<file path="config.mk">
export PLATFORM = sky130hd
export DESIGN_NAME = multiplexed_seven_segment_scanner
export DESIGN_NICKNAME = d
export VERILOG_FILES = /design/src/rtl/core/msss_pkg.sv /design/src/rtl/core/msss_ram.sv /design/src/rtl/core/multiplexed_seven_segment_scanner.sv
export VERILOG_INCLUDE_DIRS = /design/src /design/src/rtl/core
export SDC_FILE = /design/constraint.sdc
export NUM_CORES = 1
export LEC_CHECK = 0
export BUFFER_PORTS_ARGS = -buffer_cell sky130_fd_sc_hd__buf_2
export CORE_MARGIN = 3
export CORE_UTILIZATION = 40
export CTS_BUF_LIST = sky130_fd_sc_hd__clkbuf_4 sky130_fd_sc_hd__clkbuf_8
export DETAILED_ROUTE_END_ITERATION = 12
export GPL_ROUTABILITY_DRIVEN = 0
export MAX_ROUTING_LAYER = met4
export PLACE_DENSITY = 0.56
export SLEW_MARGIN = 20
export SYNTH_ARGS = -nofsm -noshare
export SYNTH_HDL_FRONTEND = slang
export SYNTH_HIERARCHICAL = 1
export SYNTH_SLANG_ARGS = --single-unit
</file>
<file path="constraint.sdc">
create_clock -name clk -period 8.1 [get_ports clk]
set_input_delay 1.62 -clock clk [delete_from_list [all_inputs] [get_ports clk]]
set_output_delay 1.62 -clock clk [all_outputs]
set_load 0.02 [all_outputs]
</file>
<file path="src/rtl/core/multiplexed_seven_segment_scanner_assert.svh">
// assertion macros for the rtl file that checks itself
`ifndef MULTIPLEXED_SEVEN_SEGMENT_SCANNER_ASSERT_SVH
`define MULTIPLEXED_SEVEN_SEGMENT_SCANNER_ASSERT_SVH

`ifndef ASSERT_OFF

// condition must hold at every clock edge outside reset
`define MSSS_ASSERT_ALWAYS(lbl, cond, msg) \
  lbl: assert property (@(posedge clk) disable iff (!rst_n) (cond)) else $error(msg);

// antecedent in a cycle implies consequent in the same cycle
`define MSSS_ASSERT_IMPLY(lbl, ante, cons, msg) \
  lbl: assert property (@(posedge clk) disable iff (!rst_n) (ante) |-> (cons)) else $error(msg);

// antecedent in a cycle implies consequent in the next cycle
`define MSSS_ASSERT_NEXT(lbl, ante, cons, msg) \
  lbl: assert property (@(posedge clk) disable iff (!rst_n) (ante) |=> (cons)) else $error(msg);

`else

`define MSSS_ASSERT_ALWAYS(lbl, cond, msg)
`define MSSS_ASSERT_IMPLY(lbl, ante, cons, msg)
`define MSSS_ASSERT_NEXT(lbl, ante, cons, msg)

`endif

`endif

</file>
<file path="src/rtl/core/msss_pkg.sv">
package msss_pkg;

  localparam int MAX_DIGITS = 8;
  localparam int DIG_W      = $clog2(MAX_DIGITS);
  localparam int NUM_W      = 4;
  localparam int POS_W      = 3;
  localparam int BCD_W      = 4;
  localparam int SEG_W      = 8;
  localparam int PER_W      = 16;
  localparam int CFG_IDX_W  = 2;
  localparam int CFG_DATA_W = 16;
  localparam int IN_DATA_W  = 16;
  localparam int OUT_DATA_W = 16;

  localparam logic [SEG_W-1:0]  POINT_MASK    = SEG_W'(1 << 7);
  localparam logic [NUM_W-1:0]  NUM_DIGITS_RST = NUM_W'(8);

  typedef enum logic [1:0] {
    CMD_TICK   = 2'd0,
    CMD_WRITE  = 2'd1,
    CMD_TOGGLE = 2'd2,
    CMD_NOP    = 2'd3
  } cmd_t;

  typedef enum logic [CFG_IDX_W-1:0] {
    CFG_NUM_DIGITS   = 2'd0,
    CFG_BLINK_FROM   = 2'd1,
    CFG_BLINK_TO     = 2'd2,
    CFG_BLINK_PERIOD = 2'd3
  } cfg_idx_t;

  // bcd to segments a-g, blank above nine
  function automatic logic [SEG_W-1:0] seg_decode(input logic [BCD_W-1:0] bcd);
    logic [SEG_W-1:0] seg;
    case (bcd)
      4'd0:    seg = 8'h3F;
      4'd1:    seg = 8'h06;
      4'd2:    seg = 8'h5B;
      4'd3:    seg = 8'h4F;
      4'd4:    seg = 8'h66;
      4'd5:    seg = 8'h6D;
      4'd6:    seg = 8'h7D;
      4'd7:    seg = 8'h07;
      4'd8:    seg = 8'h7F;
      4'd9:    seg = 8'h6F;
      default: seg = 8'h00;
    endcase
    return seg;
  endfunction

endpackage

</file>
<file path="src/rtl/core/msss_ram.sv">
module msss_ram #(
  parameter int WIDTH = 8,
  parameter int DEPTH = 8
) (
  input  logic                     clk,
  input  logic                     we,
  input  logic [$clog2(DEPTH)-1:0] waddr,
  input  logic [WIDTH-1:0]         wdata,
  input  logic                     re,
  input  logic [$clog2(DEPTH)-1:0] raddr,
  output logic [WIDTH-1:0]         rdata
);

  logic [WIDTH-1:0] mem [DEPTH];
  logic [WIDTH-1:0] rdata_r;

  // read-first on a same-address collision
  always_ff @(posedge clk) begin
    if (we) begin
      mem[waddr] <= wdata;
    end
    if (re) begin
      rdata_r <= mem[raddr];
    end
  end

  assign rdata = rdata_r;

endmodule

</file>
<file path="src/rtl/core/multiplexed_seven_segment_scanner.sv">
// channel | ports                              | payload
// --------+------------------------------------+---------------------------------------
// in      | in_tvalid in_tready in_tdata[15:0]  | cmd, position, bcd_value, start_new
// out     | out_tvalid out_tready out_tdata[15:0] | segments, digit_select
// cfg     | cfg_we cfg_index[1:0] cfg_wdata[15:0] | num_digits, blink_from/to, period
//
// one request per cycle sustained unless a tick is stalled on the out side; a
// refresh tick is read from the pattern ram at the accept edge and its result
// is loaded into the output register when the read stage moves on
// the rate is set by the registered read of the pattern ram plus write-back
// in the next stage, with forwarding of that write-back to the following read
// rst_n is synchronous; after reset the store reads blank through valid bits
// a stalled out side holds one result in the output register and one tick in
// the read stage; only then does in_tready drop
module multiplexed_seven_segment_scanner (
  input  logic                          clk,
  input  logic                          rst_n,
  input  logic                          in_tvalid,
  output logic                          in_tready,
  // [1:0] cmd, [4:2] position, [8:5] bcd_value, [9] start_new, rest zero
  input  logic [msss_pkg::IN_DATA_W-1:0]  in_tdata,
  output logic                          out_tvalid,
  input  logic                          out_tready,
  // [7:0] segments, [10:8] digit_select, rest zero
  output logic [msss_pkg::OUT_DATA_W-1:0] out_tdata,
  input  logic                          cfg_we,
  input  logic [msss_pkg::CFG_IDX_W-1:0]  cfg_index,
  input  logic [msss_pkg::CFG_DATA_W-1:0] cfg_wdata
);
  import msss_pkg::*;

  `include "multiplexed_seven_segment_scanner_assert.svh"

  // configuration registers
  logic [NUM_W-1:0] num_digits_r;
  logic [POS_W-1:0] blink_from_r;
  logic [POS_W-1:0] blink_to_r;
  logic [PER_W-1:0] blink_period_r;

  // scan state
  logic [DIG_W-1:0] active_r, active_nxt;
  logic [PER_W-1:0] blink_cnt_r, blink_cnt_nxt;

  // valid bit per stored pattern, clear means blank
  logic [MAX_DIGITS-1:0] valid_r, valid_nxt;

  // read stage
  logic             s1_vld_r, s1_vld_nxt;
  cmd_t             s1_cmd_r;
  logic [DIG_W-1:0] s1_addr_r;
  logic [BCD_W-1:0] s1_bcd_r;
  logic             s1_wen_r;
  logic             s1_fresh_r;
  logic             s1_blank_r;

  // last write-back, for a read issued in the same cycle
  logic             fwd_vld_r;
  logic [DIG_W-1:0] fwd_addr_r;
  logic [SEG_W-1:0] fwd_data_r;

  // output register
  logic             out_vld_r, out_vld_nxt;
  logic [SEG_W-1:0] out_seg_r;
  logic [DIG_W-1:0] out_dig_r;

  logic             in_accept;
  cmd_t             in_cmd;
  logic [POS_W-1:0] in_pos;
  logic [BCD_W-1:0] in_bcd;
  logic             in_fresh;

  logic [NUM_W-1:0] n_eff;
  logic [NUM_W-1:0] active_inc;
  logic [DIG_W-1:0] tick_digit;
  logic             pos_in_range;
  logic [DIG_W-1:0] rd_addr;
  logic [PER_W:0]   cnt_inc;
  logic [PER_W-1:0] cnt_wrap;
  logic [PER_W-1:0] cnt_new;
  logic             blank_new;

  logic [SEG_W-1:0] ram_rdata;
  logic [SEG_W-1:0] mem_word;
  logic [SEG_W-1:0] wr_data;
  logic             s1_done;
  logic             s1_wr;
  logic             s1_tick_go;

  // unpack the request
  assign in_cmd   = cmd_t'(in_tdata[1:0]);
  assign in_pos   = in_tdata[4:2];
  assign in_bcd   = in_tdata[8:5];
  assign in_fresh = in_tdata[9];

  assign in_accept = in_tvalid && in_tready;

  // digit count clamped to 1..MAX_DIGITS
  always_comb begin
    if (num_digits_r == '0) begin
      n_eff = NUM_W'(1);
    end else if (num_digits_r > NUM_W'(MAX_DIGITS)) begin
      n_eff = NUM_W'(MAX_DIGITS);
    end else begin
      n_eff = num_digits_r;
    end
  end

  // next scan position, wrapping at the digit count
  assign active_inc   = {{(NUM_W-DIG_W){1'b0}}, active_r} + NUM_W'(1);
  assign tick_digit   = (active_inc >= n_eff) ? '0 : active_inc[DIG_W-1:0];
  assign pos_in_range = {{(NUM_W-POS_W){1'b0}}, in_pos} < n_eff;
  assign rd_addr      = (in_cmd == CMD_TICK) ? tick_digit : in_pos[DIG_W-1:0];

  // blink counter steps modulo the period on each wrap to digit zero;
  // it never reaches the period, so the wrap is a single compare
  assign cnt_inc  = {1'b0, blink_cnt_r} + (PER_W+1)'(1);
  assign cnt_wrap = (cnt_inc == {1'b0, blink_period_r}) ? '0 : cnt_inc[PER_W-1:0];

  always_comb begin
    cnt_new = blink_cnt_r;
    if (blink_period_r != '0 && tick_digit == '0) begin
      cnt_new = cnt_wrap;
    end
  end

  // blank digits inside the range while the phase is above half the period
  assign blank_new = (blink_period_r != '0)
                  && ({{(POS_W-DIG_W){1'b0}}, tick_digit} >= blink_from_r)
                  && ({{(POS_W-DIG_W){1'b0}}, tick_digit} <= blink_to_r)
                  && (cnt_new > (blink_period_r >> 1));

  always_comb begin
    active_nxt    = active_r;
    blink_cnt_nxt = blink_cnt_r;
    if (in_accept && in_cmd == CMD_TICK) begin
      active_nxt    = tick_digit;
      blink_cnt_nxt = cnt_new;
    end
    if (cfg_we && (cfg_index == CFG_BLINK_FROM || cfg_index == CFG_BLINK_TO ||
                   cfg_index == CFG_BLINK_PERIOD)) begin
      blink_cnt_nxt = '0;
    end
  end

  // pattern store
  msss_ram #(
    .WIDTH (SEG_W),
    .DEPTH (MAX_DIGITS)
  ) u_store (
    .clk   (clk),
    .we    (s1_wr),
    .waddr (s1_addr_r),
    .wdata (wr_data),
    .re    (in_accept),
    .raddr (rd_addr),
    .rdata (ram_rdata)
  );

  // read data with forwarding of the write-back made at the read edge
  always_comb begin
    if (fwd_vld_r && fwd_addr_r == s1_addr_r) begin
      mem_word = fwd_data_r;
    end else if (valid_r[s1_addr_r]) begin
      mem_word = ram_rdata;
    end else begin
      mem_word = '0;
    end
  end

  assign wr_data = (s1_cmd_r == CMD_WRITE) ? seg_decode(s1_bcd_r) : (mem_word ^ POINT_MASK);

  // only a tick waits, and only for the output register
  assign s1_done    = !s1_vld_r || s1_cmd_r != CMD_TICK || !out_vld_r || out_tready;
  assign s1_wr      = s1_vld_r && s1_wen_r && s1_done;
  assign s1_tick_go = s1_vld_r && s1_cmd_r == CMD_TICK && s1_done;
  assign in_tready  = s1_done;

  always_comb begin
    s1_vld_nxt = s1_vld_r;
    if (s1_done) begin
      s1_vld_nxt = in_accept;
    end
  end

  // a fresh write clears the store, then sets its own entry if it is in range
  always_comb begin
    valid_nxt = valid_r;
    if (s1_vld_r && s1_cmd_r == CMD_WRITE && s1_fresh_r) begin
      valid_nxt = '0;
    end
    if (s1_wr) begin
      valid_nxt[s1_addr_r] = 1'b1;
    end
  end

  always_comb begin
    out_vld_nxt = out_vld_r;
    if (s1_tick_go) begin
      out_vld_nxt = 1'b1;
    end else if (out_tready) begin
      out_vld_nxt = 1'b0;
    end
  end

  // control state
  always_ff @(posedge clk) begin
    if (!rst_n) begin
      num_digits_r   <= NUM_DIGITS_RST;
      blink_from_r   <= '0;
      blink_to_r     <= '0;
      blink_period_r <= '0;
      active_r       <= DIG_W'(MAX_DIGITS - 1);
      blink_cnt_r    <= '0;
      valid_r        <= '0;
      s1_vld_r       <= 1'b0;
      fwd_vld_r      <= 1'b0;
      out_vld_r      <= 1'b0;
    end else begin
      if (cfg_we) begin
        case (cfg_idx_t'(cfg_index))
          CFG_NUM_DIGITS:   num_digits_r   <= cfg_wdata[NUM_W-1:0];
          CFG_BLINK_FROM:   blink_from_r   <= cfg_wdata[POS_W-1:0];
          CFG_BLINK_TO:     blink_to_r     <= cfg_wdata[POS_W-1:0];
          CFG_BLINK_PERIOD: blink_period_r <= cfg_wdata[PER_W-1:0];
          default: ;
        endcase
      end
      active_r    <= active_nxt;
      blink_cnt_r <= blink_cnt_nxt;
      valid_r     <= valid_nxt;
      s1_vld_r    <= s1_vld_nxt;
      out_vld_r   <= out_vld_nxt;
      if (in_accept) begin
        fwd_vld_r <= s1_wr;
      end
    end
  end

  // payload
  always_ff @(posedge clk) begin
    if (in_accept) begin
      s1_cmd_r   <= in_cmd;
      s1_addr_r  <= rd_addr;
      s1_bcd_r   <= in_bcd;
      s1_fresh_r <= in_fresh;
      s1_wen_r   <= (in_cmd == CMD_WRITE || in_cmd == CMD_TOGGLE) && pos_in_range;
      s1_blank_r <= blank_new;
      fwd_addr_r <= s1_addr_r;
      fwd_data_r <= wr_data;
    end
    if (s1_tick_go) begin
      out_seg_r <= s1_blank_r ? '0 : mem_word;
      out_dig_r <= s1_addr_r;
    end
  end

  assign out_tvalid = out_vld_r;
  assign out_tdata  = {{(OUT_DATA_W-SEG_W-DIG_W){1'b0}}, out_dig_r, out_seg_r};

  `MSSS_ASSERT_ALWAYS(a_cnt_below_period,
    blink_period_r == '0 || blink_cnt_r < blink_period_r,
    "blink counter reached the period")
  `MSSS_ASSERT_IMPLY(a_tick_stall_blocks_in,
    s1_vld_r && s1_cmd_r == CMD_TICK && out_vld_r && !out_tready, !in_tready,
    "request taken while a tick is stalled")
  `MSSS_ASSERT_NEXT(a_accept_fills_stage,
    in_accept, s1_vld_r,
    "accepted request missing from read stage")
  `MSSS_ASSERT_NEXT(a_tick_loads_output,
    s1_tick_go, out_vld_r && out_dig_r == $past(s1_addr_r),
    "tick result not loaded into output register")

endmodule

</file>
After elaboration in Yosys (flattened, before gate mapping)

Memory sizes are Yosys's and may differ from the RTL's. A register that Yosys moved wholly into a read port is not among the register bits.
Index checks and enable logic that the tools add are counted.

ROM bits: 112
RAM bits: 64
Latch bits: 0
Memories kept: 2
Bits in registers: 90
Output and inout bits: 18

$lt $le $gt $ge: 8
Shifts and indexed selects: 0
Bitwise gates (word level): 3
Div/mod/pow operators: 0
Multipliers: 0
Equality and inequality tests: 8
Reduce and logical (&&, ||, !) cells: 37
$add $sub $neg: 2
Multiplexer cells: 20

Memories:

| name             | words | width | read ports | clocked after Yosys merged registers in | write ports | line           | source |
|---|---|---|---|---|---|---|---|
| (name not given) | 16    | 7     | 1          | 1                                       | 0           | msss_pkg.sv:35 | `case (bcd)` |
| u_store.mem      | 8     | 8     | 1          | 1                                       | 1           | msss_ram.sv:14 | `logic [WIDTH-1:0] mem [DEPTH];` |

Operators by type and width:

| kind                                                                          | count |
|---|---|
| 8-bit two-way mux                                                             | 5 |
| 16-bit two-way mux                                                            | 2 |
| 16-bit by 1-bit adder with 17-bit output (second input constant)              | 1 |
| 17-bit by 16-bit == test with 1-bit output                                    | 1 |
| 16-bit by 15-bit greater-than comparator with 1-bit output                    | 1 |
| 1-bit logical AND                                                             | 16 |
| 16-bit nonzero test                                                           | 1 |
| 4-bit two-way mux                                                             | 3 |
| 8-bit bitwise OR                                                              | 1 |
| 2-bit AND reduction                                                           | 4 |
| 2-bit by 1-bit == test with 1-bit output (second input constant)              | 3 |
| 2-bit == test (second input constant)                                         | 3 |
| 2-bit zero test                                                               | 3 |
| 1-bit logical OR                                                              | 6 |
| 1-bit two-way mux                                                             | 6 |
| 3-bit two-way mux                                                             | 2 |
| 3-bit by 1-bit adder with 4-bit output (second input constant)                | 1 |
| 4-bit greater-or-equal comparator                                             | 1 |
| 4-bit greater-than comparator (second input constant)                         | 1 |
| 4-bit zero test                                                               | 1 |
| 3-bit by 4-bit less-than comparator with 1-bit output                         | 1 |
| 3-bit by 4-bit less-than comparator with 1-bit output (second input constant) | 1 |
| 2-bit nonzero test                                                            | 2 |
| 1-bit binary-select mux with 3-bit select                                     | 1 |
| 9 further kinds                                                               | 11 |

Depth between registers and ports, before layout

Gate-level depths: netlist of run 1.

Depth after elaboration: 10
Mapped depth: 19
Mapped depth without buffers: 18

Cells and area by module

Netlist of run 1, hierarchy kept.

By module, submodules not included:

| module                            | cells each | area an instance (µm²) | sequential area each (µm²) | instances |
|---|---|---|---|---|
| multiplexed_seven_segment_scanner | 644        | 5915.7                 | 2282.2                     | 1 |
| msss_ram                          | 114        | 2771.4                 | 2162.1                     | 1 |

Worst setup path after synthesis of run 1

OpenSTA, ideal clock, no wires.

Path kind: reg-to-reg
From: reg active_r[0]
To: reg s1_blank_r (data pin)
Path buffers: 1
Path slack: 4.227 ns
Data arrival time: 3.611 ns
Library setup time: 0.263 ns
Cell stages (with the launch flop): 16
Cells stage by stage: dfxtp_1 ha_1 ha_1 a21oi_1 o21ai_0 o21ai_1 clkbuf_1 mux2i_1 nor3_1 ha_1 a211o_1 a211o_1 a211o_1 o2111a_1 nor4_1 nor3_1

Word-level cells in the longest chain between the ends: 8
Elaborated cells on any way between the ends: 12

Ends and longest elaborated chain:

| element                                                      | line                                     | source |
|---|---|---|
| from (decl)                                                  | multiplexed_seven_segment_scanner.sv:41  | `logic [DIG_W-1:0] active_r, active_nxt;` |
| from (signal assigned)                                       | multiplexed_seven_segment_scanner.sv:212 | `active_r <= DIG_W'(MAX_DIGITS - 1);` |
| from (signal assigned)                                       | multiplexed_seven_segment_scanner.sv:228 | `active_r <= active_nxt;` |
| 3-bit by 1-bit adder with 4-bit output *                     | multiplexed_seven_segment_scanner.sv:109 | `assign active_inc = {{(NUM_W-DIG_W){1'b0}}, active_r} + NUM_W'(1);` |
| 4-bit greater-or-equal comparator                            | multiplexed_seven_segment_scanner.sv:110 | `assign tick_digit = (active_inc >= n_eff) ? '0 : active_inc[DIG_W-1:0];` |
| 3-bit two-way mux *                                          | multiplexed_seven_segment_scanner.sv:110 |  |
| 3-bit zero test *                                            | multiplexed_seven_segment_scanner.sv:121 | `if (blink_period_r != '0 && tick_digit == '0) begin` |
| 1-bit logical AND *                                          | multiplexed_seven_segment_scanner.sv:121 |  |
| 16-bit two-way mux *                                         | multiplexed_seven_segment_scanner.sv:121 |  |
| named net cnt_new[13]                                        | multiplexed_seven_segment_scanner.sv:79  | `logic [PER_W-1:0] cnt_new;` |
| 16-bit by 15-bit greater-than comparator with 1-bit output * | multiplexed_seven_segment_scanner.sv:130 | `&& (cnt_new > (blink_period_r >> 1));` |
| 1-bit logical AND *                                          | multiplexed_seven_segment_scanner.sv:130 |  |
| named net blank_new                                          | multiplexed_seven_segment_scanner.sv:80  | `logic blank_new;` |
| to (signal assigned)                                         | multiplexed_seven_segment_scanner.sv:247 | `s1_blank_r <= blank_new;` |
| to (decl)                                                    | multiplexed_seven_segment_scanner.sv:54  | `logic s1_blank_r;` |

The timed path passes the listed nets; every way through them passes the cells marked *.
A chain may end at the register's enable or synchronous reset.

Worst setup path in the final report of run 1

From: reg blink_cnt_r[0]
To: reg s1_blank_r (data pin)

Word-level cells in the longest chain between the ends: 6

Ends and longest elaborated chain:

| element                                                      | line                                     | source |
|---|---|---|
| from (decl)                                                  | multiplexed_seven_segment_scanner.sv:42  | `logic [PER_W-1:0] blink_cnt_r, blink_cnt_nxt;` |
| from (signal assigned)                                       | multiplexed_seven_segment_scanner.sv:229 | `blink_cnt_r <= blink_cnt_nxt;` |
| 16-bit by 1-bit adder with 17-bit output *                   | multiplexed_seven_segment_scanner.sv:116 | `assign cnt_inc = {1'b0, blink_cnt_r} + (PER_W+1)'(1);` |
| 17-bit by 16-bit == test with 1-bit output                   | multiplexed_seven_segment_scanner.sv:117 | `assign cnt_wrap = (cnt_inc == {1'b0, blink_period_r}) ? '0 : cnt_inc[PER_W-1:0];` |
| 16-bit two-way mux *                                         | multiplexed_seven_segment_scanner.sv:117 |  |
| 16-bit two-way mux *                                         | multiplexed_seven_segment_scanner.sv:121 |  |
| named net cnt_new[13]                                        | multiplexed_seven_segment_scanner.sv:79  |  |
| 16-bit by 15-bit greater-than comparator with 1-bit output * | multiplexed_seven_segment_scanner.sv:130 |  |
| 1-bit logical AND *                                          | multiplexed_seven_segment_scanner.sv:130 |  |
| named net blank_new                                          | multiplexed_seven_segment_scanner.sv:80  |  |

Marks and branches as above.

==> summary.md, run 1 <==
| Metric | Value |
|---|---|
| Setup bufs post-CTS | 0 |
| Final worst setup slack | 3.08 ns |
| I/O pin count | 57 |
| Pleak | 3.48 nW |
| Dpl ws | 3.18 ns |
| Worst path arrival time | 5.23 ns |
| Routed len/inst | 17.3 um |
| Max clock buf depth | 2 |
| Worst Path Max Fanout | 11 |
| Unrepaired setup endpoints after global routing | false |
| Root buffer cell | clkbuf_8 |
| Final period util | 0.620 |
| Drc violations | 0 |
| Nets | 862 |
| Status | finished, final reports clean |
| Grt total ovfl | 0 |
| Final setup vio count | 0 |
| CTS sink count | 169 |
| Final-report hold violation count | 0 |
| H-tree levels | 4 |
| Pwr per Cell Area | 183 nW/um^2 |
| Die ar. | 23500 um^2 |
| Antenna Nets Post-Route | 0 |
| Clk_lat worst skew | 0.47 ns |
| Largest net degree at the start of global routing | 43 |
| Post-route insts no fill | 1075 |
| Die width | 153 um |
| Initial antenna violation count | 0 |
| Hold Crit Class | reg -> reg |
| Fmax | 199 MHz |
| Synth Register Bits | 169 |
| PortBufs | 45 |
| Core footprint | 21200 um^2 |
| Synthesized cell area | 8690 um^2 |
| Max cap viols | 0 |
| R2R setup slack | 3.08 ns |
| CP max-delay cell | nor3_2 |
| Top_reg_cell synth | edfxtp_1 |
| Post-synthesis sequential area ratio | 0.512 |
| Maximum vdd drop | 88.8 uV |
| Ant. Diodes | 0 |
| CTS Hold Bufs | 0 |
| Final core utilization | 0.445 |
| Slew Viols, Final | 0 |
| Worst Skew | 0.0140 ns |
| Synth-to-layout area growth | 8.44% |
| Vert. Die Dim | 153 um |
| Num CTS Buffers | 17 |
| Initial drt markers | 343 |
| Clock transition at the registers of the reported paths | 0.09 ns |
| Actual slew at the worst max-slew pin | 1.07 ns |
| Min Hold Slack | 0.478 ns |
| Async SR Flop Fraction | 0 |
| Cell Rows | 53 |
| Drt via density | 5.43 |
| Rel. slew slack | 0.284 |
| Crit-path most repeated cell | a211o_1 |
| Filler cell count | 1928 |
| Drt pass-1 iters | 4 |
| Yosys warning total | 6 |
| Yosys top cell by area | edfxtp_1 |
| Synth Area per Inst | 11.5 um^2 |
| CTS tree | built |
| Top Family by Delay on Critical Path | simple AND/OR/NAND/NOR gates |
| Slowest stage delay, CP | 0.74 ns |
| Distinct cells, synth | 72 |
| Layout cell share with drive strength beyond 1 | 0.146 |
| Post-CTS sizing | 0 |
| Via count of the routed design | 5842 |
| Synth area leaders | edfxtp_1, dfxtp_1, ha_1 |
| Setup crit start kind | flop |
| First-pass GRT wire length | 30000 um |
| Top cell type's share of synthesized area | 0.366 |
| DP HPWL | 13100 um |
| Cells after DPL | 1043 |
| WL final | 18600 um |
| Fin Setup TNS | 0 ns |
| Final min period | 5.02 ns |
| Data required, critical path | 8.31 ns |
| Post-synth EDFFs | 106 |
| Worst Path Class, Setup | reg -> reg |
| Chain of cells forming the critical path | ha_1 -> nand3_1 -> nor3_4 -> xnor2_1 -> and4bb_2 -> nand4_4 -> nor3_2 -> nor3_1 -> ha_1 -> a211o_1 -> a211o_1 -> a211o_1 -> o2111a_1 -> nor4_1 -> nor3_1 |
| Initial core utilization | 0.411 |
| Post-Synthesis Cells | 758 |
| CP endpoint kind | flop |
| CP Buf/Inv Count | 0 |
| Vias in the first global route | 5620 |
| GRT Util Overall | 0.164 |
-- tightest hold or removal path, stage by stage (launching register included) --
cell,delay [ns]
dfxtp_1,0.32
nand2_1,0.05
a21boi_0,0.07
-- path summary, 6_finish.rpt --
check | start | end | cells after the start
hold reg to reg | fwd_vld_r | fwd_vld_r | 2
setup / recovery | blink_cnt_r[0] | s1_blank_r | 15
setup reg to reg | blink_cnt_r[0] | s1_blank_r | 15
hold / removal | fwd_vld_r | fwd_vld_r | 2
-- report_power, final --
part / internal (mW) / switching, mW / leakage, nW
Sequential: 0.946 / 0.0191 / 1.51
Clock: 0.228 / 0.318 / 0.183
Combinational: 0.0869 / 0.123 / 1.79
Total: 1.26 / 0.461 / 3.48
-- stage by stage --
stage               power (mW)  instance area [um^2]
floorplan                 1.14                  8700
global placement          1.19                  9070
detailed placement        1.20                  9070
CTS                       1.74                  9420
global route              1.80                  9420
finish                    1.72                  9420
-- synth_stat cells, drive strengths merged, types with 9 or more instances --
library cell  count
a21boi           19
a21oi            25
a22oi            14
and3              9
buf              23
clkbuf           22
dfxtp            63
edfxtp          106
ha               36
inv              34
mux2             13
mux2i            32
mux4             18
nand2            80
nand3            14
nand4            14
nor2             46
nor2b            26
nor3             22
nor4             19
o21ai            24
xnor2            10
xor2             10
-- logic make-up after synthesis --
logic type	synth area share
multiplexers	0.107
adder cells (fa/ha/maj)	0.0519
other	0.000432
flip-flops	0.512
XOR/XNOR	0.0228
AO/OA/AOI/OAI	0.100
buffers and inverters	0.0439
AND/OR/NAND/NOR	0.162
-- cell usage in the layout, fill, tap and decap left out, types with 11 or more instances in the layout --
cell type	count
inv_1	34
dfxtp_1	63
ha_1	36
buf_2	45
mux2i_1	31
nand4_1	11
a21oi_1	25
o21ai_0	22
clkbuf_8	17
edfxtp_1	106
nand3_1	14
nor4_1	17
mux2_2	13
nor3_1	19
nor2_1	46
a22oi_1	14
nand2_1	80
mux4_1	15
a21boi_0	19
nor2b_1	26
-- sequential cells by signal, indices dropped and copies added (netlist names), 8 cells and up, named ones only --
| register | flops |
|---|---|
| blink_cnt_r | 16 |
| blink_period_r | 16 |
| fwd_data_r | 8 |
| out_seg_r | 8 |
| u_store/mem | 64 |
| u_store/rdata | 8 |
| valid_r | 8 |
-- layer usage --
layer | routed length [um] | track usage | up-vias | share of wire
met1 | 9000 | 0.220 | 2867 | 0.48
li1 | - | - | 2868 | -
met3 | 626 | 0.0311 | 13 | 0.034
met4 | 207 | 0.0442 | 0 | 0.011
met2 | 8740 | 0.258 | 94 | 0.47
met5 | 0 | - | - | 0
-- area by class of cell --
| cell class | instances | area, um^2 | area share |
|---|---|---|---|
| Multi-Input combinational cell | 514 | 3880 | 0.412 |
| Clock buffer | 20 | 256 | 0.0272 |
| Sequential cell | 169 | 4440 | 0.472 |
| Tap cell | 275 | 344 | 0.0365 |
| Inverter | 34 | 128 | 0.0135 |
| Timing Repair Buffer | 51 | 270 | 0.0287 |
| Clock inverter | 12 | 93.8 | 0.00996 |
Power figures use the tool's default switching activity.
==> run 2, diff against run 1 <==
--- a/config.mk
+++ b/config.mk
@@ -13,7 +13,7 @@
 export DETAILED_ROUTE_END_ITERATION = 12
 export GPL_ROUTABILITY_DRIVEN = 0
 export MAX_ROUTING_LAYER = met4
-export PLACE_DENSITY = 0.56
+export PLACE_DENSITY = 0.58
 export SLEW_MARGIN = 20
 export SYNTH_ARGS = -nofsm -noshare
 export SYNTH_HDL_FRONTEND = slang
==> constraint.sdc (replaced) <==
create_clock -name clk -period 4 [get_ports clk]
set_input_delay 0.8 -clock clk [delete_from_list [all_inputs] [get_ports clk]]
set_output_delay 0.8 -clock clk [all_outputs]
set_load 0.02 [all_outputs]
==> run 2 against run 1 <==
Effect of this change: final cell count up 3.7%; die area unchanged; via count is 3.8% higher; critical path depth rose by 1; worst hold slack worse by 0.0051 ns; register-to-register slack got worse by 2.9 ns; sequential share of layout area is 1.9 points lower; final area is 4.4% higher; core utilization up 2.0 points; combinational power is 120% higher.
==> summary.md, run 2 (synthesis results as in run 1) <==
| Metric | Value |
|---|---|
| Actual slew at the worst max-slew pin | 0.977 ns |
| Cell Rows | 53 |
| Ant. Diodes | 0 |
| CP endpoint kind | flop |
| CP Buf/Inv Count | 2 |
| H-tree levels | 4 |
| Final-report hold violation count | 0 |
| Largest net degree at the start of global routing | 43 |
| Sw Ratio | 0.269 |
| Final setup vio count | 0 |
| Hold Crit Class | reg -> reg |
| Via count of the routed design | 6064 |
| Rel. slew slack | 0.346 |
| Slowest stage delay, CP | 0.39 ns |
| I/O pin count | 57 |
| Clock share of power | 0.332 |
| Worst Reg-to-Reg Cells | 16 |
| WL final | 19400 um |
| Vert. Die Dim | 153 um |
| Psw | 976 uW |
| Chain of cells forming the critical path | ha_4 -> nand3_1 -> buf_4 -> o31ai_1 -> a32oi_1 -> mux2i_1 -> nor3_4 -> buf_4 -> nor3_1 -> ha_1 -> a211o_1 -> a211o_1 -> a211o_1 -> o2111a_1 -> nor4_2 -> nor3_1 |
| Top Family by Delay on Critical Path | compound AO/OA/AOI/OAI gates |
| Max clock buf depth | 2 |
| Max cap viols | 0 |
| CP max-delay cell | dfxtp_2 |
| Die ar. | 23500 um^2 |
| Fin Setup TNS | 0 ns |
| Cells after DPL | 1081 |
| Antenna Nets Post-Route | 0 |
| Most flop-heavy register | u_store/mem |
| Slew Viols, Final | 0 |
| Pleak | 3.72 nW |
| Setup crit start kind | flop |
| P_int | 2.65 mW |
| Dpl ws | 0.0195 ns |
| Final min period | 3.85 ns |
| Routed len/inst | 17.4 um |
| Num CTS Buffers | 17 |
| Final period util | 0.963 |
| Reg2reg start | blink_cnt_r[1] |
| DP HPWL | 13900 um |
| CTS tree | built |
| Grt total ovfl | 0 |
| Clk_lat worst skew | 0.48 ns |
| Most frequent cells in the layout | edfxtp_1, nand2_1, dfxtp_1, nor2_1, buf_2 |
| Most common cell after layout, fill and taps aside | edfxtp_1 |
| Combinational fraction of design power | 0.129 |
| R2R setup slack | 0.15 ns |
| Drc violations | 0 |
| Filler cell count | 1915 |
| Root buffer cell | clkbuf_8 |
| Worst Path Max Fanout | 7 |
| PortBufs | 45 |
| Core footprint | 21200 um^2 |
| FF-to-FF End | s1_blank_r |
| Initial core utilization | 0.411 |
| Clock transition at the registers of the reported paths | 0.10 ns |
| WHS Path Cells | 2 |
| Drt via density | 5.44 |
| Unrepaired setup endpoints after global routing | false |
| Synth-to-layout area growth | 13.2% |
| Status | finished, final reports clean |
| First-pass GRT wire length | 31900 um |
| GRT Util Overall | 0.174 |
| Initial antenna violation count | 0 |
| Min Hold Slack | 0.473 ns |
| Maximum vdd drop | 156 uV |
| Sequential share of power | 0.539 |
| CTS sink count | 169 |
| Vias in the first global route | 6100 |
| Initial drt markers | 474 |
| Crit-path most repeated cell | a211o_1 |
| Top Registers | u_store/mem x64, blink_cnt_r x16, blink_period_r x16 |
| Worst Skew | 0.0229 ns |
| Layout cell share with drive strength beyond 1 | 0.201 |
| Data required, critical path | 4.21 ns |
| Max reg flops | 64 |
| Worst Path Class, Setup | reg -> reg |
| Pwr per Cell Area | 369 nW/um^2 |
| Post-route insts no fill | 1115 |
| Die width | 153 um |
| Worst path arrival time | 4.06 ns |
| Drt pass-1 iters | 7 |
| Hold EP | fwd_vld_r |
| Final worst setup slack | 0.149 ns |
| Nets | 902 |
| Fmax | 260 MHz |
| Worst Hold Launch | fwd_vld_r |
==> run 2: power groups by stage <==
stage	Combinational, mW	Clock, mW	Sequential (mW)
detailed placement	0.456	0	1.99
finish	0.469	1.21	1.95
floorplan	0.323	0	1.98
global placement	0.443	0	1.99
global route	0.521	1.32	1.96
CTS	0.464	1.23	1.95
==> run 2: how the worst max path moves through the flow <==
stage | start | end | slack (ns) | depth (start not counted)
2_1_floorplan | active_r[0] | s1_blank_r | 0.13 | 15
3_3_place_gp | num_digits_r[1] | s1_blank_r | 0.05 | 19
3_5_place_dp | blink_cnt_r[1] | s1_blank_r | 0.02 | 16
4_1_cts | num_digits_r[2] | s1_blank_r | 0.006 | 20
5_1_grt | blink_cnt_r[7] | s1_blank_r | 0.01 | 17
6_report | blink_cnt_r[1] | s1_blank_r | 0.15 | 16
==> run 2: timing repair <==
action                                  4_1_cts  5_1_grt
endpoints found under the setup margin        1        1
hold buffers                                  0        0
endpoints found under the hold margin         0        0
gates resized for setup                       1       18
setup buffers                                 1        1
pin swaps                                     1        2
==> run 2: layout make-up <==
type                    count  area, um^2  share of cell area
clock buffers              19         249              0.0253
clock inverters            13         140              0.0142
inverters                  34         128              0.0130
multi-input cells         514        3930               0.400
flip-flops and latches    169        4450               0.453
well taps                 275         344              0.0350
repair buffers             91         591              0.0601
==> run 2: per-layer routing <==
metal  vias up  share of wire  wire length (um)  global-route usage
met2       134           0.49              9510               0.274
met4         0          0.011               216              0.0479
met3        21          0.042               810              0.0382
met1      2963           0.46              8860               0.229
met5         -              0                 0                   -
li1       2946              -                 -                   -
==> run 2: stage by stage <==
stage          cell area, um^2  utilization  power, mW
2_1_floorplan             8700            -       2.30
3_3_place_gp              9370        0.443       2.43
3_5_place_dp              9370        0.443       2.45
4_1_cts                   9770        0.462       3.65
5_1_grt                   9830        0.465       3.80
6_report                  9830        0.465       3.63
==> run 2: worst reg2reg max path: cells and delay by family, from the launching register on <==
family                   cells  cell delay (ns)
multiplexers                 1             0.36
AO/OA/AOI/OAI                6             1.38
AND/OR/NAND/NOR              5             0.65
flip-flops                   1             0.39
adder cells (fa/ha/maj)      2             0.48
buffers and inverters        2             0.33
==> run 3, diff against run 2 <==
--- a/config.mk
+++ b/config.mk
@@ -6,6 +6,7 @@
 export SDC_FILE = /design/constraint.sdc
 export NUM_CORES = 1
 export LEC_CHECK = 0
+export ABC_AREA = 1
 export BUFFER_PORTS_ARGS = -buffer_cell sky130_fd_sc_hd__buf_2
 export CORE_MARGIN = 3
 export CORE_UTILIZATION = 40
==> run 3 against run 2 <==
Effect of this change: clock-buffer cell count is 1 lower; final cell count up 28%; core utilization is 0.70 points lower; clock skew up 0.0029 ns; sequential share of layout area grew 0.22 points; flip-flop and latch count is the same; worst hold slack worse by 0.0061 ns; area after synthesis is 1.7% higher; sequential power about the same; clock power hardly changed; critical path type unchanged; critical endpoint unchanged; largest power group unchanged.
==> summary.md, run 3 <==
| Metric | Value |
|---|---|
| CTS Hold Bufs | 0 |
| Yosys warning total | 6 |
| Antenna Nets Post-Route | 0 |
| Tot Pwr | 3.72 mW |
| Min Hold Slack | 0.466 ns |
| Data required, critical path | 4.21 ns |
| WL final | 19700 um |
| Initial antenna violation count | 0 |
| Rel. slew slack | 0.408 |
| Vert. Die Dim | 155 um |
| Final period util | 0.911 |
| Max cap viols | 0 |
| Top_reg_cell synth | edfxtp_1 |
| GRT Util Overall | 0.172 |
| Dpl ws | 0.394 ns |
| Fmax | 274 MHz |
| Worst path arrival time | 3.85 ns |
| Die width | 155 um |
| Distinct cells, synth | 42 |
| Most frequent cells in the layout | nand2_1, inv_1, edfxtp_1, nand3_1, nor2_1 |
| Synth Area per Inst | 8.15 um^2 |
| Routed len/inst | 13.8 um |
| Final worst setup slack | 0.355 ns |
| Via count of the routed design | 6947 |
| Core footprint | 21400 um^2 |
| H-tree levels | 4 |
| Drt pass-1 iters | 5 |
| Worst Skew | 0.0258 ns |
| Yosys top cell by area | edfxtp_1 |
| DP HPWL | 14200 um |
| Final min period | 3.64 ns |
| Synth area leaders | edfxtp_1, dfxtp_1, nand2_1 |
| Final-report hold violation count | 0 |
| Vias in the first global route | 6334 |
| Post-Synthesis Cells | 1085 |
| Die ar. | 23900 um^2 |
| Post-route insts no fill | 1424 |
| Drt via density | 4.88 |
| Synth-to-layout area growth | 10.6% |
| Max clock buf depth | 2 |
| Placed cell areas | 9360 um^2 |
| Top cell type's share of synthesized area | 0.360 |
| Cell Rows | 53 |
| Most common cell in the netlist | nand2_1 |
| CTS tree | built |
| Finished Cell Area | 9780 um^2 |
| I/O pin count | 57 |
| Largest net degree at the start of global routing | 35 |
| Initial core utilization | 0.414 |
| CTS sink count | 169 |
| Async SR Flop Fraction | 0 |
| Hold Crit Class | reg -> reg |
| Max reg flops | 64 |
| Top cells by count, synth | nand2_1, inv_1, edfxtp_1 |
| Nets | 1211 |
| Post-synthesis sequential area ratio | 0.503 |
| Pwr per Cell Area | 381 nW/um^2 |
| CP endpoint kind | flop |
| First-pass GRT wire length | 32100 um |
| Actual slew at the worst max-slew pin | 0.884 ns |
| Post-synth EDFFs | 106 |
| Most flop-heavy register | u_store/mem |
| Ant. Diodes | 0 |
| Clock transition at the registers of the reported paths | 0.10 ns |
| Slew Viols, Final | 0 |
| Status | finished, final reports clean |
| Worst Path Max Fanout | 17 |
| Fin Setup TNS | 0 ns |
| Clk_lat worst skew | 0.45 ns |
| Drc violations | 0 |
| Most common cell after layout, fill and taps aside | nand2_1 |
| PortBufs | 45 |
| Cells after DPL | 1391 |
| Setup crit start kind | flop |
| Pleak | 4.41 nW |
| Num CTS Buffers | 17 |
| Layout cell share with drive strength beyond 1 | 0.114 |
| Grt total ovfl | 0 |
| Worst Path Class, Setup | reg -> reg |
| Synthesized cell area | 8840 um^2 |
| Final core utilization | 0.458 |
| Top Registers | u_store/mem x64, blink_cnt_r x16, blink_period_r x16 |
| Root buffer cell | clkbuf_8 |
| Final setup vio count | 0 |
| Initial drt markers | 401 |
| Synth Register Bits | 169 |
| Maximum vdd drop | 244 uV |
| Unrepaired setup endpoints after global routing | false |
## run 3: changes by cell type after synthesis, moves of 27 or more
cell,previous run,this run
nand2_1,80,300
inv_1,34,172
nand3_1,14,85
a21oi_1,25,69
mux2i_1,32,0
nor2_1,46,76
o21ai_0,22,49
## run 3: power by group
part	internal (mW)	leakage (nW)	switching (mW)
clock	0.527	0.197	0.683
combinational	0.187	2.71	0.356
sequential	1.92	1.51	0.0454
total	2.64	4.41	1.08
## run 3: metal layers
metal / routed length (um) / global-route usage / share of wire / vias up
met1: 9900 / 0.248 / 0.50 / 3175
met2: 8610 / 0.255 / 0.44 / 160
met3: 1040 / 0.0294 / 0.053 / 11
met5: 0 / - / 0 / -
met4: 163 / 0.0362 / 0.0083 / 0
li1: - / - / - / 3601
## run 3: repair_timing
| action | in CTS | in global routing |
|---|---|---|
| setup endpoints to repair | 0 | 1 |
| resized for setup | 0 | 2 |
| buffers inserted | 0 | 1 |
| hold endpoints to repair | 0 | 0 |
## run 3: kinds of logic (layout without fill, tap and decap cells)
family / after synthesis / count (layout) / share of synthesized area
xor gates and xnor gates: 6 / 6 / 0.00906
adders and majority gates: 36 / 36 / 0.0510
buffers and inverters: 212 / 272 / 0.100
and+or+nand+nor: 521 / 521 / 0.253
other: 1 / 5 / 0.000424
AOI/OAI and AO/OA: 140 / 140 / 0.0832
DFF: 169 / 169 / 0.503
## run 3: final cells by class
class,count,area [um^2]
clock buffer,18,241
fill,2151,11600
timing repair buffer,64,393
sequential,169,4450
clock inverter,14,153
tap,275,344
multi-input combinational,708,3540
inverter,176,663
## run 3: worst max-delay path: stages (launching register included)
cell     delay, ns
dfxtp_1       0.44
ha_1          0.25
nand2_2       0.11
nor2_4        0.24
buf_12        0.14
nand4_1       0.10
nand3_1       0.10
nand2_1       0.05
nor2_1        0.15
nand2_1       0.11
nor2_4        0.10
nand2_4       0.19
nand2_2       0.12
nand2_1       0.05
ha_1          0.29
a21oi_1       0.16
o21a_1        0.19
nand2_1       0.06
nand2_1       0.05
nand2_1       0.04
nand2_1       0.06
nand2_1       0.04
nand2_1       0.05
nand2_1       0.04
nand2_1       0.05
nand3_1       0.08
nand2_1       0.06
inv_1         0.06
## run 3: final timing paths
| kind | cells past startpoint | to | from | slack, ns |
|---|---|---|---|---|
| max | 27 | s1_blank_r | blink_cnt_r[1] | 0.36 |
| min | 2 | blink_to_r[1] | blink_to_r[1] | 0.47 |
| max reg2reg | 27 | s1_blank_r | blink_cnt_r[1] | 0.36 |
| min reg2reg | 2 | blink_to_r[1] | blink_to_r[1] | 0.47 |
